File: config.mk
export PLATFORM = sky130hd
export DESIGN_NAME = bffc_queue
export DESIGN_NICKNAME = d
export VERILOG_FILES = /design/src/design/bffc_pkg.sv /design/src/design/bffc_queue.sv
export SDC_FILE = /design/constraint.sdc
export NUM_CORES = 1
export LEC_CHECK = 0
export ABC_AREA = 1
export ABC_CLOCK_PERIOD_IN_PS = 6350
export CAP_MARGIN = 10
export CORE_UTILIZATION = 30
export DETAILED_ROUTE_END_ITERATION = 10
export DONT_BUFFER_PORTS = 1
export PLACE_DENSITY = 0.41
export SYNTH_ARGS = -nofsm -noshare
export SYNTH_HDL_FRONTEND = slang
export SYNTH_SLANG_ARGS = --single-unit
File: constraint.sdc
create_clock -name clk -period 6.35 [get_ports clk]
set_input_delay 0.9525 -clock clk [delete_from_list [all_inputs] [get_ports clk]]
set_output_delay 0.9525 -clock clk [all_outputs]
set_load 0.01 [all_outputs]
File: src/design/bffc_pkg.sv
// shared types and constants of the barometric fifo frame compensator
// no dependencies
package bffc_pkg;

	localparam int OUT_FRAC_BITS_DEF = 16;
	localparam int READING_LIMIT_DEF = 1024;

	// common denominator exponent of the pressure sum
	localparam int DEN_BITS = 181;
	localparam int ACC_W    = 256;
	localparam int CAL_W    = 168;
	localparam int TL_W     = 61;

	localparam int QDEPTH = 4;
	localparam int QPTR_W = 2;

	localparam int HDR_TEMP  = 4;
	localparam int HDR_PRESS = 2;

	localparam int          PRESS_DIV = 100;
	localparam logic [26:0] PRESS_MAX = 27'h7FFFFFF;
	localparam logic [23:0] TEMP_MAX  = 24'h7FFFFF;
	localparam logic [23:0] TEMP_MIN  = 24'h800000;
	localparam logic [10:0] MAX_READINGS_RST = 11'd80;

	typedef enum logic [1:0] {
		CFG_CAL_LO,
		CFG_CAL_MID,
		CFG_CAL_HI,
		CFG_MAX_READINGS
	} cfg_reg_t;

	typedef struct packed {
		logic [7:0] fifo_byte;
		logic       last_byte;
	} fifo_item_t;

	typedef struct packed {
		logic              reading_valid;
		logic signed [23:0] temperature_q16;
		logic [26:0]       pressure_q16;
		logic [9:0]        reading_index;
		logic              burst_end;
		logic [10:0]       reading_total;
	} res_item_t;

	typedef struct packed {
		logic        comp;
		logic [23:0] raw_temp;
		logic [23:0] raw_press;
		logic [9:0]  index;
		logic        burst_end;
		logic [10:0] total;
	} job_t;

endpackage

File: src/design/bffc_queue.sv
// short job queue between the frame parser and the compensation engine
// depends on bffc_pkg
module bffc_queue import bffc_pkg::*; (
	input  logic clk,
	input  logic arst_n,
	input  logic push,
	input  job_t job_in,
	input  logic pop,
	output job_t job_out,
	output logic not_empty,
	output logic full
);

	job_t              q_mem [QDEPTH];
	logic [QPTR_W-1:0] wr_q, rd_q;
	logic [QPTR_W:0]   cnt_q;

	assign job_out   = q_mem[rd_q];
	assign not_empty = cnt_q != '0;
	assign full      = cnt_q == (QPTR_W+1)'(QDEPTH);

	always_ff @(posedge clk) begin
		if (push) q_mem[wr_q] <= job_in;
	end

	always_ff @(posedge clk or negedge arst_n) begin
		if (!arst_n) begin
			wr_q  <= '0;
			rd_q  <= '0;
			cnt_q <= '0;
		end else begin
			if (push) wr_q <= wr_q + 1'b1;
			if (pop) rd_q <= rd_q + 1'b1;
			cnt_q <= cnt_q + (QPTR_W+1)'(push) - (QPTR_W+1)'(pop);
		end
	end

endmodule

==> key figures <==
Run status
  • Outcome: completed

Power and ir drop
  • Power Total: 6.373 mW
  • Leak: 6.135 nW
  • Max rail drop VDD: 224.8 µV
  • Power density cells: 460.5 nW/µm²

Floorplanning
  • Initial core utilization: 30.66%
  • DIE AREA: 41800 µm²
  • Core area: 40100 µm²
  • IO Pins: 148
  • Die width: 204.4 µm
  • Rows: 73
  • DIE HEIGHT: 204.4 µm

Final layout
  • Area grow syn2layout: 12.57%
  • Post-layout net count: 1239
  • Finished Layout Cells: 1706
  • Share of cells above drive strength 1: 5.165%
  • Ant. Diodes: 0
  • Fillers: 3961
  • FF+latch area: 8711 µm²
  • Utilization after layout: 34.52%
  • Multi-input logic area: 2226 µm²

Yosys
  • Yosys Warn Count: 0
  • EDFF count, synth: roughly 280
  • Area leader, netlist: edfxtp_1
  • Synth Cell Area: 12300 µm²
  • Syn Nets: 1240
  • Largest cells by area after synthesis: edfxtp_1 69%, nand2_1 11%, inv_1 9.0%, nand3_1 5.9%, dfrtp_1 1.4%
  • Synth Instances: between 1k and 1.5k
  • Dominant synthesized flop cell: edfxtp_1
  • Mean Syn Cell Area: between 10 and 15 µm²
  • Register area share after synthesis: 70.78%
  • Synth top area share: 69.36%
  • Most frequent cell after synthesis: nand2_1
  • Post-synth ARST share: 2.405%
  • #FFs+latches synth: 291
  • Most common library cells after synthesis: 366 x nand2_1, 296 x inv_1, 284 x edfxtp_1
  • Count of cell types in the netlist: 16

STA
  • Max Clock Skew: 0.008572 ns
  • Final Setup Violations: 0
  • Final WS setup: 2.571 ns
  • Slew Viols, Final: 0
  • RSZ-0062 raised after global routing: false
  • Crit path time final: 3.779 ns
  • Final clock period utilization by the worst path: 59.52%
  • Setup_tns: 0 ns
  • Final hold violation count: 0
  • Least-Margin Pin Slew: 0.9186 ns
  • Rel. slew slack: approximately 39%
  • Fmax: around 0.26 GHz

Worst hold path
  • Hold WC Path Type: input port to asynchronous set/reset pin

Detailed routing
  • DR iter-0 viols: 263
  • DR DRC count: 0
  • Routed length per instance: 16.01 µm
  • Pre-antenna DRT Iters: 4
  • Final wirelength: roughly 27000 µm
  • Via density: 4.170
  • Antenna Nets Post-Route: 0
  • Vias: 7114

Placement
  • GP Congestion: 0.6940
  • Port Buffers: 0
  • DP Worst Slack: 3.028 ns
  • Dpl cells: 1645
  • DP Wirelength: ~16000 µm

Setup path
  • R2R Setup Slk: around 4 ns
  • Crit path max fanout: 74
  • RR Endpoint: q_mem[0][42]
  • Critical Path End Type: output port
  • Reg2Reg Launch Point: wr_q[0]
  • Worst EP required: 5.40 ns
  • CP Launch Type: flip-flop
  • Setup Crit Path Kind: flip-flop to output port
  • Worst EP arrival: around 2.8 ns
  • Worst R2R Path Depth: 5

CTS
  • Htree depth: 2
  • Quantity of hold-fixing buffers added after cts: 0
  • Worst-path clk slew: 0.06 ns
  • Clk sinks: approximately 290
  • Clk root buf: clkbuf_16
  • Post-cts repair resize count: 0
  • Cts bufs inserted: 35
  • Setup Buffers After CTS: 0
  • CTS max path bufs: 3
  • Clk_lat worst skew: 0.53 ns
  • CTS tree: yes

Global route
  • Initial antenna violation count: 0
  • Number of global-route vias before repair: 7090
  • GRT Total Usage: a little over an eighth
  • First-pass GRT wire length: roughly 42000 µm
  • Largest net degree at the start of global routing: 75
  • Grt ovf: 0

Flow run
  • Max cap viols: 0
## area by class of cell
cell class | instances | area share, %
repair buffers | 9 | 0.4882
multi-input cells | 522 | 16.08
clock inverters | 13 | 0.6147
flip-flops and latches | 291 | 62.94
well taps | 525 | 4.746
clock buffers | 48 | 6.988
inverters | 298 | 8.145
## worst max-delay path, stage by stage (launching register included)
cell and delay (ns):
dfrtp_4 1.01, inv_4 0.36, buf_4 0.45, nand2_1 0.13, nand3_1 0.09, nand2_1 0.17
## cells in the final DEF (no fill, tap or decap)
cell type	netlist	layout
inv_1	296	292
nor3_1	1	1
fa_1	1	1
dfrtp_4	0	2
nand3_1	144	144
clkbuf_16	0	37
nand2_1	366	366
ha_1	6	6
buf_4	10	9
inv_4	0	1
bufinv_16	0	1
dfrtp_1	7	5
xor2_1	3	3
edfxtp_1	284	284
o21ai_0	1	1
clkbuf_1	14	11
clkinv_1	0	6
clkinvlp_4	0	1
clkinv_2	0	10
## flip-flops by register name (all words and copies together), names as in the netlist
signal  flops
wr_q        2
cnt_q       3
rd_q        2
q_mem     284
## power by group
part	total (mW)	internal (mW)	switching [mW]	leakage [nW]
combinational	1.79	0.431	1.36	2.93
sequential	2.73	2.52	0.204	2.69
clock	1.86	1.10	0.758	0.512
## through the flow
step,hold WS [ns],area (µm²)
final,0.1127,13840
after floorplan,0.4915,12300
after detailed placement,0.5163,12790
after CTS,0.07014,13840
after global placement,0.5174,12790
after global routing,0.07979,13840
## cell families (layout without fill, tap and decap cells)
group	count (synthesis)	in the layout	share of synthesized area, %
buf+inv	345	368	11.11
simple gates	511	511	17.08
fa+ha+maj	7	7	0.7734
flops	291	291	70.78
compound gates	1	1	0.04067
xor+xnor	3	3	0.2137
## metal layers
metal  GRT usage, %  routed length, µm  vias up
met2          22.03              12780      138
met1          16.79              12130     3322
met4          5.330                667        0
met3          3.922               1733       45
met5              0                  0        -
li1               -                  -     3609
## how the worst max path moves through the flow
stage / from / to / slack (ns)
floorplan: push / q_mem[2][0] / 3.31
global placement: rd_q[0] / job_out[42] / 3.04
detailed placement: rd_q[0] / job_out[37] / 3.03
CTS: rd_q[0] / job_out[37] / 2.42
global route: rd_q[0] / job_out[25] / 2.29
finish: rd_q[0] / job_out[29] / 2.57
Power figures use the tool's default switching activity.
