[config.mk]
export PLATFORM = sky130hd
export DESIGN_NAME = bffc_front
export DESIGN_NICKNAME = d
export VERILOG_FILES = /design/src/design/bffc_pkg.sv /design/src/design/bffc_front.sv
export SDC_FILE = /design/constraint.sdc
export NUM_CORES = 1
export LEC_CHECK = 0
export BUFFER_PORTS_ARGS = -buffer_cell sky130_fd_sc_hd__buf_4
export CAP_MARGIN = 10
export CORE_MARGIN = 2
export CORE_UTILIZATION = 28
export DETAILED_ROUTE_END_ITERATION = 8
export PLACE_DENSITY = 0.48
export SYNTH_ARGS = -nofsm -noshare
export SYNTH_HDL_FRONTEND = slang
export SYNTH_SLANG_ARGS = --single-unit
[constraint.sdc]
create_clock -name clk -period 5.3 [get_ports clk]
set_clock_uncertainty 0.05 [all_clocks]
set_input_delay 0.53 -clock clk [delete_from_list [all_inputs] [get_ports clk]]
set_output_delay 0.53 -clock clk [all_outputs]
set_load 0.05 [all_outputs]
[src/design/bffc_pkg.sv]
// shared types and constants of the barometric fifo frame compensator
// no dependencies
package bffc_pkg;

	localparam int OUT_FRAC_BITS_DEF = 16;
	localparam int READING_LIMIT_DEF = 1024;

	// common denominator exponent of the pressure sum
	localparam int DEN_BITS = 181;
	localparam int ACC_W    = 256;
	localparam int CAL_W    = 168;
	localparam int TL_W     = 61;

	localparam int QDEPTH = 4;
	localparam int QPTR_W = 2;

	localparam int HDR_TEMP  = 4;
	localparam int HDR_PRESS = 2;

	localparam int          PRESS_DIV = 100;
	localparam logic [26:0] PRESS_MAX = 27'h7FFFFFF;
	localparam logic [23:0] TEMP_MAX  = 24'h7FFFFF;
	localparam logic [23:0] TEMP_MIN  = 24'h800000;
	localparam logic [10:0] MAX_READINGS_RST = 11'd80;

	typedef enum logic [1:0] {
		CFG_CAL_LO,
		CFG_CAL_MID,
		CFG_CAL_HI,
		CFG_MAX_READINGS
	} cfg_reg_t;

	typedef struct packed {
		logic [7:0] fifo_byte;
		logic       last_byte;
	} fifo_item_t;

	typedef struct packed {
		logic              reading_valid;
		logic signed [23:0] temperature_q16;
		logic [26:0]       pressure_q16;
		logic [9:0]        reading_index;
		logic              burst_end;
		logic [10:0]       reading_total;
	} res_item_t;

	typedef struct packed {
		logic        comp;
		logic [23:0] raw_temp;
		logic [23:0] raw_press;
		logic [9:0]  index;
		logic        burst_end;
		logic [10:0] total;
	} job_t;

endpackage

[src/design/bffc_front.sv]
// frame parser: takes fifo bytes, gathers raw values and issues jobs
// depends on bffc_pkg
module bffc_front import bffc_pkg::*; #(
	parameter int READING_LIMIT = READING_LIMIT_DEF
) (
	input  logic        clk,
	input  logic        arst_n,
	input  fifo_item_t  item,
	input  logic        take,
	input  logic [10:0] max_readings,
	output logic        push,
	output job_t        job
);

	typedef enum logic [2:0] {
		PH_HDR, PH_T0, PH_T1, PH_T2, PH_P0, PH_P1, PH_P2
	} phase_t;

	phase_t      ph_q, ph_d;
	logic [1:0]  fl_q, fl_d;
	logic [23:0] rt_q, rt_d, rp_q, rp_d;
	logic [10:0] rd_q, rd_d;
	logic        done, rdg, below;
	logic [7:0]  b;

	assign b     = item.fifo_byte;
	assign below = (rd_q < max_readings) && (32'(rd_q) < READING_LIMIT);

	always_comb begin
		ph_d = ph_q;
		fl_d = fl_q;
		rt_d = rt_q;
		rp_d = rp_q;
		done = 1'b0;
		unique case (ph_q)
			PH_HDR: begin
				if (!item.last_byte && below) begin
					fl_d = {b[HDR_PRESS], b[HDR_TEMP]};
					rt_d = '0;
					rp_d = '0;
					if (b[HDR_TEMP]) ph_d = PH_T0;
					else if (b[HDR_PRESS]) ph_d = PH_P0;
					else done = 1'b1;
				end
			end
			PH_T0: begin
				rt_d[7:0] = b;
				ph_d = PH_T1;
			end
			PH_T1: begin
				rt_d[15:8] = b;
				ph_d = PH_T2;
			end
			PH_T2: begin
				rt_d[23:16] = b;
				if (fl_q[1]) ph_d = PH_P0;
				else done = 1'b1;
			end
			PH_P0: begin
				rp_d[7:0] = b;
				ph_d = PH_P1;
			end
			PH_P1: begin
				rp_d[15:8] = b;
				ph_d = PH_P2;
			end
			PH_P2: begin
				rp_d[23:16] = b;
				done = 1'b1;
			end
			default: ph_d = PH_HDR;
		endcase
		if (done) ph_d = PH_HDR;
		rdg  = done && ((rt_d | rp_d) != '0);
		rd_d = rd_q + 11'(rdg);
	end

	assign push           = take && (rdg || item.last_byte);
	assign job.comp       = rdg;
	assign job.raw_temp   = rt_d;
	assign job.raw_press  = rp_d;
	assign job.index      = rdg ? rd_q[9:0] : '0;
	assign job.burst_end  = item.last_byte;
	assign job.total      = item.last_byte ? rd_d : '0;

	always_ff @(posedge clk or negedge arst_n) begin
		if (!arst_n) begin
			ph_q <= PH_HDR;
			fl_q <= '0;
			rt_q <= '0;
			rp_q <= '0;
			rd_q <= '0;
		end else if (take) begin
			if (item.last_byte) begin
				ph_q <= PH_HDR;
				fl_q <= '0;
				rt_q <= '0;
				rp_q <= '0;
				rd_q <= '0;
			end else begin
				ph_q <= ph_d;
				fl_q <= fl_d;
				rt_q <= rt_d;
				rp_q <= rp_d;
				rd_q <= rd_d;
			end
		end
	end

endmodule

==> summary.txt, run 1 <==
Fin Hold WS = 0.260 ns
HP Class = primary input to async pin
core outline area = 16500 um^2
cell area power density = 378 nW/um^2
CTS tree = yes
Distinct cells, synth = 69
clk sinks = 63
WP data arrival = 4.43 ns
Ant. Diodes = 0
CP Launch Point = ph_q[0]$_DFFE_PN0P_
Pre-Repair DR Iteration Count = 5
Final nets = 657
WS Path Type = flop to primary output
Global Route Usage Sum = 0.202
DIE WIDTH = 134 um
Worst-path clk slew = 0.05 ns
Cell Area, Synth = 4700 um^2
Post-DP Area = 5690 um^2
Initial Utilization = 0.285
share of flip-flops with an asynchronous set or reset = 1.00
number of flops mapped to enable cells by yosys = 0
synthesized flop and latch total = 63
clk buf depth = 2
status = complete, no violations
worst skew pair latency = 0.34 ns
final-report hold violation count = 0
transition time of the tightest slew-check pin = 1.03 ns
H-tree depth = 3
CTS Buf Count = 9
wire length per cell = 21.0 um
max_cap viols = 0
num ports = 95
Psw = 0.00100 W
Clock Power Share = 0.263
Setup TNS = 0 ns
layout cells sized above 1 = 0.262
full die area = 17800 um^2
WL final = 17800 um
most common cell after layout, fill and taps aside = buf_4
post-route cell area = 6010 um^2
ys flop type = dfrtp_1
min cycle time layout = 5.01 ns
# rows = 47
Worst setup EP type = primary output
RD Place Congestion = 0.916
IO buf count = 94
DRC errors left = 0
Root Driver = clkbuf_16
sequential power share = 0.264
first-pass GRT wire length = 27800 um
RSZ-0062 raised after global routing = false
Worst R2R Start = ph_q[0]$_DFFE_PN0P_
Int Pwr = 0.00127 W
Synth Net Count = 574
Critical Path Source Type = flop
vias = 4757
sw frac = 0.442
Die Y = 134 um
Rel. slew slack = 0.310
Setup violations, final = 0
Pins Over Slew Limit = 0
f_max = 200 MHz
Layout area overhead = 27.7%
grt total ovfl = 0
maximum number of pins on one net before global-route repair = 64
Critical Path RT = 4.72 ns
P_leak = 2.72 nW
Worst VDD drop = 0.165 mV
via/cell ratio = 5.62
Worst Path Max Fanout = 15
number of DRC violations after detailed-routing iteration 0 = 313
combinational share of power = 0.474
vias in the first global route = 4700
Mapped Avg Cell Area = 8.72 um^2
post-synthesis sequential area ratio = 0.335
Ys Warns = 0
crit share post-route = 0.945
commonest non-fill, non-tap cells in the layout = buf_4, dfrtp_1, a22o_1, nand2_1, o2bb2ai_1
Synth Instances = 539
hpwl dp = 12500 um
initial antenna violation count = 0
Antenna Nets Post-Route = 0
-- cells in the mapped netlist, types with 5 or more instances --
library cell | instances | share of area
and3_1 | 5 | 0.0067
or2_2 | 5 | 0.0067
dfrtp_1 | 63 | 0.34
nor2_1 | 31 | 0.025
a22oi_1 | 29 | 0.046
o21ai_0 | 23 | 0.024
o22ai_1 | 7 | 0.0093
o31ai_1 | 8 | 0.013
o2bb2ai_1 | 37 | 0.069
a21oi_1 | 24 | 0.026
ha_1 | 12 | 0.032
nor2b_1 | 8 | 0.011
o21ai_1 | 7 | 0.0075
buf_4 | 5 | 0.0080
a21o_1 | 11 | 0.018
nand2_1 | 43 | 0.034
buf_2 | 7 | 0.0075
nor3_1 | 11 | 0.012
a22o_1 | 56 | 0.10
xnor2_1 | 7 | 0.013
mux2i_1 | 7 | 0.015
nor4_1 | 10 | 0.013
inv_1 | 18 | 0.014
clkbuf_1 | 34 | 0.027
-- per-layer routing --
metal / up-vias / GRT usage / share of wire
li1: 2242 / - / -
met1: 2369 / 0.274 / 0.47
met2: 130 / 0.326 / 0.47
met3: 16 / 0.0411 / 0.049
met4: 0 / 0.0532 / 0.015
met5: - / 0 / 0
-- registers in the layout (all words and copies together) (netlist names) --
register / cells
fl_q: 1
rp_q: 24
rd_q: 11
rt_q: 24
ph_q: 3
-- cell type report --
cell class | count | area (um^2)
fillers | 1715 | 10500
multi-input cells | 405 | 2870
flip-flops and latches | 63 | 1580
repair buffers | 122 | 916
well taps | 220 | 275
clock buffers | 12 | 246
inverters | 21 | 78.8
clock inverters | 4 | 45.0
-- final timing paths --
path,to,slack [ns],cells past startpoint
worst max-delay path,job[10],0.29,16
worst min-delay path,rp_q[15]$_DFFE_PN0P_,0.26,1
worst max register to register,rd_q[10]$_DFFE_PN0P_,1.13,15
worst min register to register,fl_q[1]$_DFFE_PN0P_,0.48,1
max in group asynchronous,ph_q[1]$_DFFE_PN0P_,4.34,1
min in group clk,fl_q[1]$_DFFE_PN0P_,0.48,1
-- worst max-delay path, cell delays in order (launching register included) --
cell and delay, ns:
dfrtp_1 0.58, or2_2 0.48, o21ai_0 0.58, nand4bb_1 0.23
nor3_1 0.06, nand4_1 0.18, nor4_4 0.06, a21boi_2 0.19
ha_1 0.22, ha_1 0.27, nand3_2 0.15, nor2_2 0.22
and3_1 0.26, and3_1 0.23, xnor2_1 0.15, nor2_2 0.04
buf_4 0.18
-- through the flow --
stage / total power [W] / instances / setup WS, ns / util
floorplan: 0.00130 / 539 / 0.000707 / -
global placement: 0.00166 / 831 / 0.416 / 0.344
detailed placement: 0.00166 / 831 / 0.238 / 0.344
CTS: 0.00227 / 847 / 0.0466 / 0.362
global route: 0.00238 / 847 / 0.0472 / 0.363
finish: 0.00227 / 847 / 0.291 / 0.363
-- kinds of logic after synthesis --
kind of cell,after synthesis,share of synthesized area
simple gates,142,0.156
compound gates,234,0.380
mux,8,0.0173
flops,63,0.335
fa+ha+maj,12,0.0319
xor+xnor,9,0.0168
buf+inv,71,0.0628
-- power by group through the flow --
stage | Sequential (W) | Clock, W | Combinational (W)
after floorplan | 0.000565 | 0 | 0.000730
after global placement | 0.000601 | 0 | 0.00106
after detailed placement | 0.000602 | 0 | 0.00106
after CTS | 0.000594 | 0.000610 | 0.00106
after global routing | 0.000607 | 0.000629 | 0.00115
final | 0.000599 | 0.000596 | 0.00108
-- repair_timing --
item / in CTS / in global routing
hold buffers: 0 / 0
pin swaps: 0 / 0
endpoints found under the setup margin: 1 / 3
buffers inserted: 0 / 0
gates resized for setup: 1 / 9
(Power assumes the default switching activity.)
==> run 2: changes to the inputs <==
==> constraint.sdc (replaced) <==
create_clock -name clk -period 6.28 [get_ports clk]
set_clock_uncertainty 0.05 [all_clocks]
set_input_delay 0.628 -clock clk [delete_from_list [all_inputs] [get_ports clk]]
set_output_delay 0.628 -clock clk [all_outputs]
set_load 0.05 [all_outputs]
==> run 2 against run 1 <==
Compared with the run above:
- setup slack better by 0.29 ns
- combinational power is 20% lower
- cell count decreased by 1.3%
- register-to-register slack improved by 0.39 ns
- total power down 16%
- highest routed layer unchanged
==> summary.txt, run 2 (synthesized netlist as in run 1, its figures left out) <==
Setup TNS = 0 ns (unchanged)
Layout area overhead = 25.6%
HP Class = primary input to async pin
post-route cell area = 5900 um^2 (-1.7%)
Rel. slew slack = 0.296 (-0.0139)
cell area power density = 322 nW/um^2 (-15%)
WP data arrival = 5.02 ns (+0.59 ns)
Tot Pwr = 0.00190 W (-16%)
core outline area = 16500 um^2 (unchanged)
max_cap viols = 0 (unchanged)
worst skew pair latency = 0.34 ns (about the same)
Hold-fix buffers, CTS = 0 (unchanged)
initial antenna violation count = 0 (unchanged)
number of DRC violations after detailed-routing iteration 0 = 369 (+18%)
CTS tree = yes
RD Place Congestion = 0.955 (+4.2%)
Worst Path Max Fanout = 23 (+8)
Worst R2R Start = ph_q[1]$_DFFE_PN0P_
fillcell total = 1731 (+0.93%)
Pre-Repair DR Iteration Count = 5 (unchanged)
CTS Buf Count = 9 (unchanged)
hpwl dp = 12200 um (-2.2%)
H-tree depth = 3 (unchanged)
Post-CTS Setup Bufs = 0 (unchanged)
max incr delay on CP = 0.65 ns (+0.07 ns)
f_max = 176 MHz
Global Route Usage Sum = 0.200 (-0.00192)
grt total ovfl = 0 (unchanged)
Final nets = 646 (-1.7%)
maximum number of pins on one net before global-route repair = 70 (+9.4%)
clk buf depth = 2 (unchanged)
DIE WIDTH = 134 um (unchanged)
vias in the first global route = 4542 (-3.4%)
transition time of the tightest slew-check pin = 1.06 ns (+0.0247 ns)
area of the multi-input gates = 2830 um^2 (-1.2%)
DRC errors left = 0 (unchanged)
Worst-path clk slew = 0.06 ns (about the same)
first-pass GRT wire length = 27500 um (-1.1%)
most common cell after layout, fill and taps aside = buf_4
Initial Utilization = 0.285 (unchanged)
Final Util = 0.357 (-0.00613)
crit path cell chain = or2_0, o21ai_0, and4bb_1, nand4_1, nor4_4, buf_4, a21boi_1, ha_1, ha_1, nand3_1, nor2_1, and3_1, and3_1, xnor2_1, nor2_1, buf_4
crit share post-route = 0.907
biggest regs = rp_q x24, rt_q x24, rd_q x11
vias = 4750 (-0.15%)
area occupied by registers = 1580 um^2 (-0.16%)
via/cell ratio = 5.68 (+1.2%)
Ant. Diodes = 0 (unchanged)
P_leak = 2.67 nW (-1.8%)
Root Driver = clkbuf_16
Pins Over Slew Limit = 0 (unchanged)
commonest non-fill, non-tap cells in the layout = buf_4, dfrtp_1, a22o_1, nand2_1, o2bb2ai_1
Antenna Nets Post-Route = 0 (unchanged)
final-report hold violation count = 0 (unchanged)
clk sinks = 63 (unchanged)
num ports = 95 (unchanged)
layout cells sized above 1 = 0.231 (-0.0310)
slowest CP cell = dfrtp_1
post_cts resized = 0 (-1)
# rows = 47 (unchanged)
Critical Path Source Type = flop
Die Y = 134 um (unchanged)
Critical Path RT = 5.60 ns (+0.88 ns)
min cycle time layout = 5.70 ns
Post-DP Area = 5590 um^2 (-1.6%)
Setup violations, final = 0 (unchanged)
CP Launch Point = ph_q[1]$_DFFE_PN0P_
Worst setup EP type = primary output
wire length per cell = 20.9 um (-0.41%)
Worst VDD drop = 0.159 mV (-3.5%)
full die area = 17800 um^2 (unchanged)
WL final = 17500 um (-1.7%)
WS Path Type = flop to primary output
IO buf count = 94 (unchanged)
status = complete, no violations
RSZ-0062 raised after global routing = false
## run 2: changes by cell type in the layout (fill, tap and decap cells not counted), moves of 2 or more
cell / previous run / this run
buf_4: 122 / 111
clkbuf_8: 1 / 3
dfrtp_1: 61 / 63
dfrtp_2: 2 / 0
nor2_1: 29 / 31
nor2_2: 3 / 1
o21ai_1: 5 / 7
o21ai_2: 2 / 0
## run 2: critical path, delay by kind of cell (launching register included)
family                   cells  cell delay [ns]
AND/OR/NAND/NOR              9             2.12
AO/OA/AOI/OAI                2             0.90
flip-flops                   1             0.65
adder cells (fa/ha/maj)      2             0.49
buffers and inverters        2             0.37
XOR/XNOR                     1             0.13
## run 2: routing by layer
layer | vias to the layer above | track usage | wire length (um)
met4 | 0 | 0.0839 | 535
met2 | 166 | 0.311 | 7990
li1 | 2226 | - | -
met1 | 2332 | 0.279 | 8090
met3 | 26 | 0.0251 | 835
met5 | - | 0 | 0
## run 2: per-stage QoR
step / instances / setup slack (ns) / hold WS (ns)
final: 836 / 0.583 / 0.348
after global routing: 836 / 0.264 / 0.416
after detailed placement: 820 / 0.830 / 0.469
after CTS: 836 / 0.657 / 0.393
after global placement: 820 / 0.927 / 0.463
after floorplan: 539 / 0.218 / 0.282
## run 2: path summary, 6_finish.rpt
check	end	slack, ns	cells after the start
setup / recovery	job[10]	0.58	16
hold / removal	rt_q[1]$_DFFE_PN0P_	0.35	1
setup reg to reg	rd_q[10]$_DFFE_PN0P_	1.52	15
hold reg to reg	rp_q[21]$_DFFE_PN0P_	0.48	1
max in group asynchronous	rt_q[14]$_DFFE_PN0P_	5.26	1
min in group clk	rp_q[21]$_DFFE_PN0P_	0.48	1
## run 2: layout make-up
class,instances,share of cell area
inverter,21,0.0134
clock inverter,3,0.00678
tap,220,0.0466
multi-input combinational,405,0.479
sequential,63,0.267
timing repair buffer,111,0.141
clock buffer,13,0.0458
## run 2: where the power goes
group          internal [W]  switching [W]  leakage, nW
sequential         0.000442      0.0000666        0.871
combinational      0.000293       0.000573         1.64
clock              0.000338       0.000186        0.156
==> run 3: changes to the inputs <==
--- a/config.mk
+++ b/config.mk
@@ -10,7 +10,8 @@
 export CORE_MARGIN = 2
 export CORE_UTILIZATION = 28
 export DETAILED_ROUTE_END_ITERATION = 8
-export PLACE_DENSITY = 0.48
+export PLACE_DENSITY = 0.5
 export SYNTH_ARGS = -nofsm -noshare
 export SYNTH_HDL_FRONTEND = slang
 export SYNTH_SLANG_ARGS = --single-unit
+export TNS_END_PERCENT = 50
==> constraint.sdc (replaced) <==
create_clock -name clk -period 5.14 [get_ports clk]
set_clock_uncertainty 0.05 [all_clocks]
set_input_delay 0.514 -clock clk [delete_from_list [all_inputs] [get_ports clk]]
set_output_delay 0.514 -clock clk [all_outputs]
set_load 0.05 [all_outputs]
==> run 3 against run 2 <==
Compared with the run above:
- total power grew 30%
- sequential power grew 21%
- critical path type unchanged
- die area is the same
- sequential share of layout area shrank 0.85 points
- clock-buffer cell count shrank 4
==> summary.txt, run 3 (synthesized netlist as in run 1, its figures left out) <==
first-pass GRT wire length = 27500 um (about the same)
RD Place Congestion = 0.923 (-3.3%)
Ant. Diodes = 0 (unchanged)
vias = 4805 (+1.2%)
Antenna Nets Post-Route = 0 (unchanged)
max incr delay on CP = 0.45 ns (-0.20 ns)
Initial Utilization = 0.285 (unchanged)
Int Pwr = 0.00141 W (+31%)
RSZ-0062 raised after global routing = false
crit path cell chain = ha_1, a211oi_1, o21ai_1, a221oi_4, buf_4, a21o_1, o2bb2ai_1, nor4_4, a21boi_2, ha_1, ha_1, nand3_2, nor2_4, and3_1, and3_1, xnor2_1, nor2_2, buf_4
HP Class = primary input to async pin
WP data arrival = 4.29 ns (-0.73 ns)
sw frac = 0.428 (-0.00723)
commonest non-fill, non-tap cells in the layout = buf_4, dfrtp_1, a22o_1, nand2_1, o2bb2ai_1
P_leak = 2.76 nW (+3.6%)
Root Driver = clkbuf_16
Rel. slew slack = 0.313 (+0.0173)
H-tree depth = 3 (unchanged)
full die area = 17800 um^2 (unchanged)
initial antenna violation count = 0 (unchanged)
WS Path Type = flop to primary output
WL final = 17600 um (+0.82%)
Pre-Repair DR Iteration Count = 5 (unchanged)
num ports = 95 (unchanged)
Global Route Usage Sum = 0.199 (-0.00102)
max_cap viols = 0 (unchanged)
DIE WIDTH = 134 um (unchanged)
min cycle time layout = 4.86 ns
Critical Path RT = 4.58 ns (-1.02 ns)
sequential power share = 0.251 (-0.017)
clk buf depth = 2 (unchanged)
CTS Buf Count = 9 (unchanged)
Pins Over Slew Limit = 0 (unchanged)
transition time of the tightest slew-check pin = 1.03 ns (-0.0259 ns)
Worst-path clk slew = 0.06 ns (about the same)
delay-heaviest family, CP = compound AO/OA/AOI/OAI gates
slowest CP cell = dfrtp_2
clk sinks = 63 (unchanged)
Final Worst Setup Slack = 0.283 ns (-0.299 ns)
Critical Path Source Type = flop
Clock Power Share = 0.294 (+0.018)
hpwl dp = 12300 um (+0.69%)
pre-CTS WS = 0.167 ns (-0.663 ns)
Post-CTS Setup Bufs = 0 (unchanged)
CTS tree = yes
fillcell total = 1690 (-2.4%)
final-report hold violation count = 0 (unchanged)
biggest regs = rp_q x24, rt_q x24, rd_q x11
DRC errors left = 0 (unchanged)
most common cell after layout, fill and taps aside = buf_4
Worst Path Max Fanout = 6 (-74%)
number of DRC violations after detailed-routing iteration 0 = 483 (+31%)
Psw = 0.00105 W (+27%)
Layout area overhead = 30.0%
grt total ovfl = 0 (unchanged)
Final Util = 0.370 (+0.0126)
vias in the first global route = 4660 (+2.6%)
Worst setup EP type = primary output
Final nets = 661 (+2.3%)
Worst VDD drop = 0.188 mV (+18%)
wire length per cell = 20.7 um (-0.96%)
f_max = 206 MHz
Die Y = 134 um (unchanged)
buffer and inverter count on the worst path = 2 (unchanged)
worst skew pair latency = 0.35 ns (about the same)
Setup violations, final = 0 (unchanged)
Setup TNS = 0 ns (unchanged)
combinational share of power = 0.455 (about the same)
most frequent CP cell = ha_1
via/cell ratio = 5.65 (-0.63%)
IO buf count = 94 (unchanged)
status = complete, no violations
# rows = 47 (unchanged)
crit share post-route = 0.945
cell area power density = 402 nW/um^2 (+25%)
core outline area = 16500 um^2 (unchanged)
maximum number of pins on one net before global-route repair = 64 (-8.6%)
layout cells sized above 1 = 0.273 (+0.0421)
[run 3: cell types whose count changed in the layout (fill, tap and decap cells not counted), moves of 2 or more]
cell | previous run | this run
buf_4 | 111 | 125
nor2_1 | 31 | 27
clkbuf_8 | 3 | 0
dfrtp_1 | 63 | 60
dfrtp_2 | 0 | 3
nor2_2 | 1 | 4
o21ai_1 | 7 | 4
o21ai_2 | 0 | 3
bufinv_16 | 1 | 3
[run 3: what timing repair did]
action / in CTS / in global routing
hold buffers: 0 / 0
resized for setup: 1 / 11
endpoints found under the setup margin: 1 / 3
pin swaps: 0 / 1
[run 3: final cells by class]
cell class,count,area [um^2],area share
Multi-Input combinational cell,405,2870,0.470
Sequential cell,63,1580,0.259
Timing Repair Buffer,126,958,0.157
Tap cell,220,275,0.0450
Clock buffer,9,225,0.0368
Clock inverter,7,120,0.0197
Inverter,21,78.8,0.0129
[run 3: power by group through the flow]
stage	clock [W]	combinational, W	sequential (W)
finish	0.000723	0.00112	0.000616
global route	0.000755	0.00120	0.000624
CTS	0.000732	0.00111	0.000612
detailed placement	0	0.00110	0.000620
global placement	0	0.00111	0.000618
floorplan	0	0.000753	0.000583
[run 3: worst register-to-register path, stage by stage, from the launching register on]
cell and delay, ns:
dfrtp_2 0.45, ha_1 0.32, a211oi_1 0.26, o21ai_1 0.14, a221oi_4 0.32, buf_4 0.20
a32oi_1 0.09, o22ai_1 0.20, a21boi_2 0.26, ha_1 0.23, ha_1 0.26, nand3_2 0.16
nor2_4 0.18, and3_1 0.24, and3_1 0.23, mux2i_1 0.19, o2bb2ai_1 0.08
[run 3: path summary, 6_finish.rpt]
| path | end | start | depth (start not counted) | slack, ns |
|---|---|---|---|---|
| setup / recovery | job[10] | rd_q[10]$_DFFE_PN0P_ | 18 | 0.28 |
| hold / removal | rp_q[15]$_DFFE_PN0P_ | arst_n | 1 | 0.24 |
| setup reg to reg | rd_q[10]$_DFFE_PN0P_ | rd_q[10]$_DFFE_PN0P_ | 16 | 1.15 |
| hold reg to reg | fl_q[1]$_DFFE_PN0P_ | fl_q[1]$_DFFE_PN0P_ | 1 | 0.47 |
| max in group asynchronous | rd_q[10]$_DFFE_PN0P_ | arst_n | 1 | 4.21 |
| min in group clk | fl_q[1]$_DFFE_PN0P_ | fl_q[1]$_DFFE_PN0P_ | 1 | 0.47 |
[run 3: per-stage QoR]
step | cell area (um^2) | hold WS [ns] | power (W) | cells
2_1_floorplan | 4720 | 0.168 | 0.00134 | 539
3_3_place_gp | 5730 | 0.462 | 0.00173 | 835
3_5_place_dp | 5730 | 0.455 | 0.00172 | 835
4_1_cts | 6080 | 0.272 | 0.00245 | 851
5_1_grt | 6110 | 0.319 | 0.00258 | 851
6_report | 6110 | 0.236 | 0.00246 | 851
[run 3: layer usage]
| metal | GRT usage | up-vias | part of all wire |
|---|---|---|---|
| li1 | - | 2239 | - |
| met1 | 0.277 | 2401 | 0.47 |
| met2 | 0.317 | 141 | 0.46 |
| met3 | 0.0251 | 24 | 0.042 |
| met4 | 0.0703 | 0 | 0.024 |
| met5 | 0 | - | 0 |
